`config.mk`:
```
export PLATFORM = sky130hd
export DESIGN_NAME = utf8_dfa_decoder
export DESIGN_NICKNAME = d
export VERILOG_FILES = /design/src/rtl/core/u8dfa_pkg.sv /design/src/rtl/core/u8dfa_step.sv /design/src/rtl/core/utf8_dfa_decoder.sv
export VERILOG_INCLUDE_DIRS = /design/src /design/src/rtl/core
export SDC_FILE = /design/constraint.sdc
export NUM_CORES = 1
export LEC_CHECK = 0
export BUFFER_PORTS_ARGS = -buffer_cell sky130_fd_sc_hd__buf_2
export CAP_MARGIN = 30
export CORE_MARGIN = 2
export CORE_UTILIZATION = 45
export CTS_BUF_LIST = sky130_fd_sc_hd__clkbuf_16
export DETAILED_ROUTE_END_ITERATION = 10
export HOLD_SLACK_MARGIN = 0.15
export PLACE_DENSITY = 0.75
export REMOVE_ABC_BUFFERS = 1
export SLEW_MARGIN = 20
export SYNTH_ARGS = -nofsm -noshare
export SYNTH_HDL_FRONTEND = slang
export SYNTH_SLANG_ARGS = --single-unit
```
`constraint.sdc`:
```
create_clock -name clock -period 5 [get_ports clock]
set_input_delay 0.75 -clock clock [delete_from_list [all_inputs] [get_ports clock]]
set_output_delay 0.75 -clock clock [all_outputs]
set_load 0.02 [all_outputs]
```
`src/rtl/core/utf8_dfa_decoder_macros.svh`:
```
// assertion macros for the utf8 dfa decoder
`ifndef UTF8_DFA_DECODER_MACROS_SVH
`define UTF8_DFA_DECODER_MACROS_SVH

// checked on every clock edge outside reset
`define U8DFA_ASSERT(lbl, clk, rst, prop) \
   lbl: assert property (@(posedge clk) disable iff (rst) prop) \
      else $error("u8dfa assertion failed");

// checked on every clock edge, reset included
`define U8DFA_ASSERT_ALWAYS(lbl, clk, prop) \
   lbl: assert property (@(posedge clk) prop) \
      else $error("u8dfa assertion failed");

`endif

```
`src/rtl/core/u8dfa_pkg.sv`:
```
// types, constants and tables of the utf8 dfa decoder
`default_nettype none

package u8dfa_pkg;

   localparam int unsigned BYTE_BITS  = 8;
   localparam int unsigned STATE_BITS = 4;
   localparam int unsigned CLASS_BITS = 4;
   localparam int unsigned POINT_BITS = 21;
   localparam int unsigned OUT_COUNT_BITS = 16;
   localparam int unsigned NUM_STATES = 9;
   localparam int unsigned NUM_CLASSES = 16;

   localparam logic [STATE_BITS-1:0] ST_ACCEPT = 4'd0;
   localparam logic [STATE_BITS-1:0] ST_REJECT = 4'd1;
   localparam logic [STATE_BITS-1:0] ST_LAST   = 4'd8;

   localparam logic [OUT_COUNT_BITS-1:0] OUT_COUNT_MAX = 16'hFFFF;
   localparam logic [BYTE_BITS-1:0] LEAD_MASK = 8'hFF;
   localparam logic [BYTE_BITS-1:0] CONT_MASK = 8'h3F;

   // character classes
   localparam logic [CLASS_BITS-1:0] CLS_ASCII    = 4'd0;
   localparam logic [CLASS_BITS-1:0] CLS_CONT_LO  = 4'd1;
   localparam logic [CLASS_BITS-1:0] CLS_LEAD2    = 4'd2;
   localparam logic [CLASS_BITS-1:0] CLS_LEAD3    = 4'd3;
   localparam logic [CLASS_BITS-1:0] CLS_ED       = 4'd4;
   localparam logic [CLASS_BITS-1:0] CLS_F4       = 4'd5;
   localparam logic [CLASS_BITS-1:0] CLS_LEAD4    = 4'd6;
   localparam logic [CLASS_BITS-1:0] CLS_CONT_HI  = 4'd7;
   localparam logic [CLASS_BITS-1:0] CLS_INVALID  = 4'd8;
   localparam logic [CLASS_BITS-1:0] CLS_CONT_MID = 4'd9;
   localparam logic [CLASS_BITS-1:0] CLS_E0       = 4'd10;
   localparam logic [CLASS_BITS-1:0] CLS_F0       = 4'd11;

   // transition table, one row per state, one column per class
   localparam logic [STATE_BITS-1:0] NEXT_STATE [NUM_STATES][NUM_CLASSES] = '{
      '{4'd0, 4'd1, 4'd2, 4'd3, 4'd5, 4'd8, 4'd7, 4'd1,
        4'd1, 4'd1, 4'd4, 4'd6, 4'd1, 4'd1, 4'd1, 4'd1},
      '{4'd1, 4'd1, 4'd1, 4'd1, 4'd1, 4'd1, 4'd1, 4'd1,
        4'd1, 4'd1, 4'd1, 4'd1, 4'd1, 4'd1, 4'd1, 4'd1},
      '{4'd1, 4'd0, 4'd1, 4'd1, 4'd1, 4'd1, 4'd1, 4'd0,
        4'd1, 4'd0, 4'd1, 4'd1, 4'd1, 4'd1, 4'd1, 4'd1},
      '{4'd1, 4'd2, 4'd1, 4'd1, 4'd1, 4'd1, 4'd1, 4'd2,
        4'd1, 4'd2, 4'd1, 4'd1, 4'd1, 4'd1, 4'd1, 4'd1},
      '{4'd1, 4'd1, 4'd1, 4'd1, 4'd1, 4'd1, 4'd1, 4'd2,
        4'd1, 4'd1, 4'd1, 4'd1, 4'd1, 4'd1, 4'd1, 4'd1},
      '{4'd1, 4'd2, 4'd1, 4'd1, 4'd1, 4'd1, 4'd1, 4'd1,
        4'd1, 4'd2, 4'd1, 4'd1, 4'd1, 4'd1, 4'd1, 4'd1},
      '{4'd1, 4'd1, 4'd1, 4'd1, 4'd1, 4'd1, 4'd1, 4'd3,
        4'd1, 4'd3, 4'd1, 4'd1, 4'd1, 4'd1, 4'd1, 4'd1},
      '{4'd1, 4'd3, 4'd1, 4'd1, 4'd1, 4'd1, 4'd1, 4'd3,
        4'd1, 4'd3, 4'd1, 4'd1, 4'd1, 4'd1, 4'd1, 4'd1},
      '{4'd1, 4'd3, 4'd1, 4'd1, 4'd1, 4'd1, 4'd1, 4'd1,
        4'd1, 4'd1, 4'd1, 4'd1, 4'd1, 4'd1, 4'd1, 4'd1}
   };

   typedef struct packed {
      logic [BYTE_BITS-1:0] data_byte;
      logic                 last_byte;
   } req_type;

   typedef struct packed {
      logic [POINT_BITS-1:0]     code_point;
      logic                      code_valid;
      logic                      at_end;
      logic                      malformed;
      logic [OUT_COUNT_BITS-1:0] code_count;
   } rsp_type;

   // what one decode step leaves behind
   typedef struct packed {
      logic [STATE_BITS-1:0] state;
      logic [POINT_BITS-1:0] accum;
      logic                  done;
   } step_type;

   function automatic logic [CLASS_BITS-1:0] byte_class(input logic [BYTE_BITS-1:0] b);
      logic [CLASS_BITS-1:0] cls;
      cls = CLS_INVALID;
      case (b) inside
         [8'h00:8'h7F]: cls = CLS_ASCII;
         [8'h80:8'h8F]: cls = CLS_CONT_LO;
         [8'h90:8'h9F]: cls = CLS_CONT_MID;
         [8'hA0:8'hBF]: cls = CLS_CONT_HI;
         [8'hC2:8'hDF]: cls = CLS_LEAD2;
         8'hE0:         cls = CLS_E0;
         8'hED:         cls = CLS_ED;
         [8'hE1:8'hEC],
         [8'hEE:8'hEF]: cls = CLS_LEAD3;
         8'hF0:         cls = CLS_F0;
         [8'hF1:8'hF3]: cls = CLS_LEAD4;
         8'hF4:         cls = CLS_F4;
         default:       cls = CLS_INVALID;
      endcase
      return cls;
   endfunction

endpackage

`default_nettype wire

```
`src/rtl/core/u8dfa_step.sv`:
```
// one automaton step: byte class, state transition and code point accumulation
`default_nettype none

module u8dfa_step (
   input  wire logic [u8dfa_pkg::STATE_BITS-1:0] state,
   input  wire logic [u8dfa_pkg::POINT_BITS-1:0] accum,
   input  wire logic [u8dfa_pkg::BYTE_BITS-1:0]  data_byte,
   output u8dfa_pkg::step_type                    step
);
   import u8dfa_pkg::*;

   logic [CLASS_BITS-1:0] cls;
   logic [STATE_BITS-1:0] cur;
   logic [BYTE_BITS-1:0]  lead_bits;

   always_comb begin
      cls = byte_class(data_byte);
      // unused codes behave as reject
      cur = (state > ST_LAST) ? ST_REJECT : state;
      lead_bits = (LEAD_MASK >> cls) & data_byte;
      if (cur != ST_ACCEPT) begin
         step.accum = {accum[POINT_BITS-7:0], data_byte[5:0] & CONT_MASK[5:0]};
      end else begin
         step.accum = {{(POINT_BITS-BYTE_BITS){1'b0}}, lead_bits};
      end
      step.state = NEXT_STATE[cur][cls];
      step.done  = (step.state == ST_ACCEPT);
   end

endmodule

`default_nettype wire

```
`src/rtl/core/utf8_dfa_decoder.sv`:
```
// utf8 dfa decoder top level: input register, decode step and result register
// a word enters the input register on acceptance, its result is loaded into the
//   result register when the word advances, and rsp shows that register
// throughput: one byte per cycle unless a result is held up, set by the state loop
// reset: synchronous, clears both valid flags, the automaton, accumulator and count
`default_nettype none

module utf8_dfa_decoder #(
   parameter int unsigned COUNT_BITS = 16
) (
   input  wire logic              clock,
   input  wire logic              reset,
   input  wire logic              req_valid,
   output      logic              req_stall,
   input  wire u8dfa_pkg::req_type req_word,
   output      logic              rsp_valid,
   input  wire logic              rsp_stall,
   output      u8dfa_pkg::rsp_type rsp_word
);
   import u8dfa_pkg::*;

`include "utf8_dfa_decoder_macros.svh"

   // count compare width, wide enough for the reported field too
   localparam int unsigned EXT_BITS = (COUNT_BITS > OUT_COUNT_BITS) ? COUNT_BITS
                                                                     : OUT_COUNT_BITS;

   // input register
   logic    in_valid_ff, in_valid_in;
   req_type in_word_ff, in_word_in;

   // decoder state
   logic [STATE_BITS-1:0] state_ff, state_in;
   logic [POINT_BITS-1:0] accum_ff, accum_in;
   logic [COUNT_BITS-1:0] count_ff, count_in;

   // result register
   logic    rsp_valid_ff, rsp_valid_in;
   rsp_type rsp_word_ff, rsp_word_in;

   step_type              step;
   logic                  req_take;
   logic                  out_blocked;
   logic                  advance;
   logic                  emit;
   logic                  bad;
   logic [COUNT_BITS-1:0] count_step;
   logic [EXT_BITS-1:0]   count_ext;
   logic [OUT_COUNT_BITS-1:0] count_report;

   // the input register only waits when a result is held up downstream
   assign out_blocked = rsp_valid_ff && rsp_stall;
   assign req_stall   = in_valid_ff && out_blocked;
   assign req_take    = req_valid && !req_stall;
   assign advance     = in_valid_ff && !out_blocked;

   u8dfa_step u_step (
      .state     (state_ff),
      .accum     (accum_ff),
      .data_byte (in_word_ff.data_byte),
      .step      (step)
   );

   // input stage
   always_comb begin
      in_word_in = in_word_ff;
      if (req_take) begin
         in_valid_in = 1'b1;
         in_word_in  = req_word;
      end else if (advance) begin
         in_valid_in = 1'b0;
      end else begin
         in_valid_in = in_valid_ff;
      end
   end

   // state update and result formation
   always_comb begin
      // count saturates at all ones
      count_step = (step.done && (count_ff != '1)) ? count_ff + 1'b1 : count_ff;
      count_ext  = EXT_BITS'(count_step);
      count_report = (count_ext > EXT_BITS'(OUT_COUNT_MAX)) ? OUT_COUNT_MAX
                                                            : count_ext[OUT_COUNT_BITS-1:0];
      bad  = (step.state != ST_ACCEPT);
      emit = step.done || in_word_ff.last_byte;

      state_in = state_ff;
      accum_in = accum_ff;
      count_in = count_ff;
      if (advance) begin
         if (in_word_ff.last_byte) begin
            // string ends: start the next one from scratch
            state_in = ST_ACCEPT;
            accum_in = '0;
            count_in = '0;
         end else begin
            state_in = step.state;
            accum_in = step.accum;
            count_in = count_step;
         end
      end

      rsp_word_in.code_point = step.done ? step.accum : '0;
      rsp_word_in.code_valid = step.done;
      rsp_word_in.at_end     = in_word_ff.last_byte;
      rsp_word_in.malformed  = in_word_ff.last_byte && bad;
      rsp_word_in.code_count = (in_word_ff.last_byte && !bad) ? count_report : '0;
   end

   // result stage
   always_comb begin
      if (advance && emit) begin
         rsp_valid_in = 1'b1;
      end else if (rsp_valid_ff && !rsp_stall) begin
         rsp_valid_in = 1'b0;
      end else begin
         rsp_valid_in = rsp_valid_ff;
      end
   end

   always_ff @(posedge clock) begin
      if (reset) begin
         in_valid_ff  <= 1'b0;
         rsp_valid_ff <= 1'b0;
         state_ff     <= ST_ACCEPT;
         accum_ff     <= '0;
         count_ff     <= '0;
      end else begin
         in_valid_ff  <= in_valid_in;
         rsp_valid_ff <= rsp_valid_in;
         state_ff     <= state_in;
         accum_ff     <= accum_in;
         count_ff     <= count_in;
      end
   end

   // payload registers, no reset
   always_ff @(posedge clock) begin
      in_word_ff <= in_word_in;
      if (advance && emit) begin
         rsp_word_ff <= rsp_word_in;
      end
   end

   assign rsp_valid = rsp_valid_ff;
   assign rsp_word  = rsp_word_ff;

   // a completed code point and a malformed end never share one word
   `U8DFA_ASSERT(a_valid_not_bad, clock, reset,
      rsp_valid_ff |-> !(rsp_word_ff.code_valid && rsp_word_ff.malformed))
   // a malformed string reports no code points
   `U8DFA_ASSERT(a_bad_zero_count, clock, reset,
      (rsp_valid_ff && rsp_word_ff.malformed) |-> (rsp_word_ff.code_count == '0))
   // a word that does not end the string always carries a code point
   `U8DFA_ASSERT(a_mid_has_point, clock, reset,
      (rsp_valid_ff && !rsp_word_ff.at_end) |-> rsp_word_ff.code_valid)
   // after the final byte the decoder starts clean
   `U8DFA_ASSERT(a_end_clears, clock, reset,
      (advance && in_word_ff.last_byte) |=> (state_ff == ST_ACCEPT && count_ff == '0))
   // nothing pending right after reset
   `U8DFA_ASSERT_ALWAYS(a_reset_empty, clock,
      reset |=> (!rsp_valid_ff && !in_valid_ff))

endmodule

`default_nettype wire
```
==> results.json <==
{
  "gr-total-overflow": 0,
  "crit_arrival_ps": 3670,
  "post-cts-setup-buffers": 0,
  "wl_met2_um": 4582,
  "clock_skew_ps": 6.652,
  "finalNetCount": 484,
  "yosys-top-cells-area": "edfxtp_1, dfxtp_1, nor2_1",
  "cts_tree": "done",
  "htreeDepth": 3,
  "synth-edff-count": 49,
  "cts_buffers": 9,
  "drtIter0Drc": 210,
  "reg2reg_to": "rsp_word[23]",
  "syn_avg_cell_area_um2": 10.07,
  "worstHoldStart": "accum_ff[0]",
  "firstDrtPassIters": 6,
  "design_area_mm2": 0.004974,
  "wl_um": 9933,
  "crit_required_ps": 5010,
  "rows": 35,
  "yosysTopAreaCell": "edfxtp_1",
  "synth_top_area_frac": 0.3375,
  "fp.coreArea_mm2": 0.009328,
  "slowest_delay_ps": 530,
  "die_height_um": 102.4,
  "worstMarginPinSlew_ps": 737.0,
  "cts_hold_repair.buffers": 0,
  "hpwl_um": 6616,
  "wl_met3_um": 597,
  "clock_sinks": 86,
  "fin_crit_sh": 0.7331,
  "grt_max_degree": 36,
  "rsz0062_at_grt": "false",
  "port_buffers": 54,
  "place_area_mm2": 0.004621,
  "die_w_um": 102.4,
  "powerDensity_mw_per_mm2": 359.6,
  "reg2regPathDepth": 8,
  "fill_cells": 819,
  "synth-simple-area-share": 0.2328,
  "start_kind": "flop",
  "num_vias": 3509,
  "num_io_pins": 55,
  "synthAdderAreaFrac": 0.002870,
  "synth_cell_types": 72,
  "yosys-mux-area-fraction": 0.004879,
  "outcome": "completed",
  "num_antenna_cells": 0,
  "critPathKind": "flop to flop",
  "crit_chain": "or3b_1 -> a211o_1 -> and3_4 -> nor4_1 -> a2bb2oi_2 -> nand3_2 -> a21oi_4 -> buf_4",
  "antenna_found_initial": 0,
  "hold_class": "flop to flop",
  "grt_pass1_wl_um": 16190,
  "grt_usage": 0.1987,
  "startpoint": "in_word_ff[1]",
  "synth_top_family_by_area": "simple AND/OR/NAND/NOR gates",
  "ys_warn_count": 0,
  "final_antenna_net_count": 0,
  "cp_max_fo": 29,
  "worst_skew_pair.late_latency_ps": 340,
  "p_leak_nw": 1.768,
  "end_kind": "flop",
  "root_buffer": "clkbuf_16",
  "hold_viol_final": 0,
  "grt_pass1_vias": 3217,
  "m1WireLength_um": 4592,
  "place_congestion": 0.9427,
  "tns_ps": 0,
  "synth_compound_area_frac": 0.1791,
  "cts_buffer_depth": 2,
  "fmax_ghz": 0.2728,
  "ir_drop_uv": 195.1,
  "synth_ff_type": "edfxtp_1",
  "p_total_w": 0.001788,
  "final.min_clock_period_ps": 3666,
  "fin_util": 0.5332,
  "synth_commonest_cells": "edfxtp_1, nor2_1, dfxtp_1",
  "ys_seq_area_frac": 0.5075,
  "wire_per_inst_um": 16.45,
  "top_layer": "met4",
  "area_growth_pct": 14.09,
  "cp-endpoint": "rsp_word[23]",
  "async_reset_ff_frac": 0,
  "route.detailed.drc": 0,
  "vias_per_cell": 5.810,
  "ff2ff_setup_slack_ps": 1330,
  "cp_slowest_cell": "edfxtp_1",
  "synth_most_common_cell": "edfxtp_1",
  "layout-drive-gt1-share": 0.2126,
  "synthCells": 433,
  "clkSlewWorstSetupHoldPaths_ps": 70,
  "timing.rr.start": "in_word_ff[1]",
  "dieArea_mm2": 0.01049,
  "synth_area_mm2": 0.004359,
  "ys_ff_latch": 86,
  "synth-xor-area-share": 0.01406,
  "slew_headroom": 0.5076,
  "cts_resized": 0,
  "setup_violations": 0,
  "max_cap_violations": 0,
  "start_util": 0.4673,
  "slew_viol_final": 0
}
cell type report:
type	instances	area (um^2)	area share
inverters	10	37.54	0.007547
flip-flops and latches	86	2212	0.4448
clock buffers	9	225.2	0.04528
multi-input cells	304	1902	0.3824
clock inverters	7	127.6	0.02566
repair buffers	59	307.8	0.06189
well taps	129	161.4	0.03245
state kept, by name, indices dropped and copies added (netlist names):
name / flops
rsp_valid: 1
in_valid_ff: 1
accum_ff: 15
in_word_ff: 9
count_ff: 16
state_ff: 4
rsp_word: 40
routing by layer:
| metal | vias up | global-route usage |
|---|---|---|
| met5 | - | 0 |
| met4 | 0 | 0.05846 |
| li1 | 1709 | - |
| met1 | 1656 | 0.2811 |
| met3 | 15 | 0.04446 |
| met2 | 129 | 0.3062 |
where the power goes:
| part | switching [W] | internal, W | leakage, nW |
|---|---|---|---|
| clock network | 0.000294 | 0.000496 | 0.173 |
| registers | 0.0000233 | 0.000779 | 0.759 |
| logic | 0.000137 | 0.0000584 | 0.837 |
| total | 0.000454 | 0.00133 | 1.77 |
cells by family (layout without fill, tap and decap cells):
family | Yosys count | after routing
AO/OA/AOI/OAI | 108 | 108
XOR/XNOR | 7 | 7
adder cells (fa/ha/maj) | 1 | 1
buffers and inverters | 43 | 85
flip-flops | 86 | 86
multiplexers | 2 | 2
AND/OR/NAND/NOR | 186 | 186
worst max-delay path, delay by kind of cell (launching register included):
family,cells,cell delay [ps]
buffers and inverters,1,430
AO/OA/AOI/OAI,3,1060
AND/OR/NAND/NOR,4,1300
flip-flops,1,530
layout by cell type, fill, tap and decap left out, drive strengths merged, types with 8 or more instances in the layout:
| cell type | count |
|---|---|
| dfxtp | 37 |
| nor3 | 9 |
| edfxtp | 49 |
| o21ai | 16 |
| o211ai | 8 |
| a21oi | 27 |
| buf | 59 |
| or4 | 8 |
| and2 | 8 |
| or3 | 9 |
| a22oi | 10 |
| nor2 | 47 |
| and3 | 24 |
| nand3 | 14 |
| clkbuf | 9 |
| nand2 | 31 |
| a31oi | 15 |
| inv | 13 |
how the worst min path moves through the flow:
stage	end	slack (ps)	depth (start not counted)
2_1_floorplan	accum_ff[0]	430	2
3_3_place_gp	accum_ff[0]	440	2
3_5_place_dp	accum_ff[0]	450	2
4_1_cts	accum_ff[0]	460	2
5_1_grt	accum_ff[0]	490	2
6_report	accum_ff[0]	460	2
per-stage QoR:
stage | hold slack, ps | setup slack (ps) | instances
finish | 457.8 | 1334 | 604
floorplan | 426.2 | 95.00 | 400
global route | 485.4 | 1215 | 604
detailed placement | 454.0 | 1369 | 588
CTS | 462.1 | 1364 | 604
global placement | 441.4 | 1451 | 588
Power figures use the tool's default switching activity.
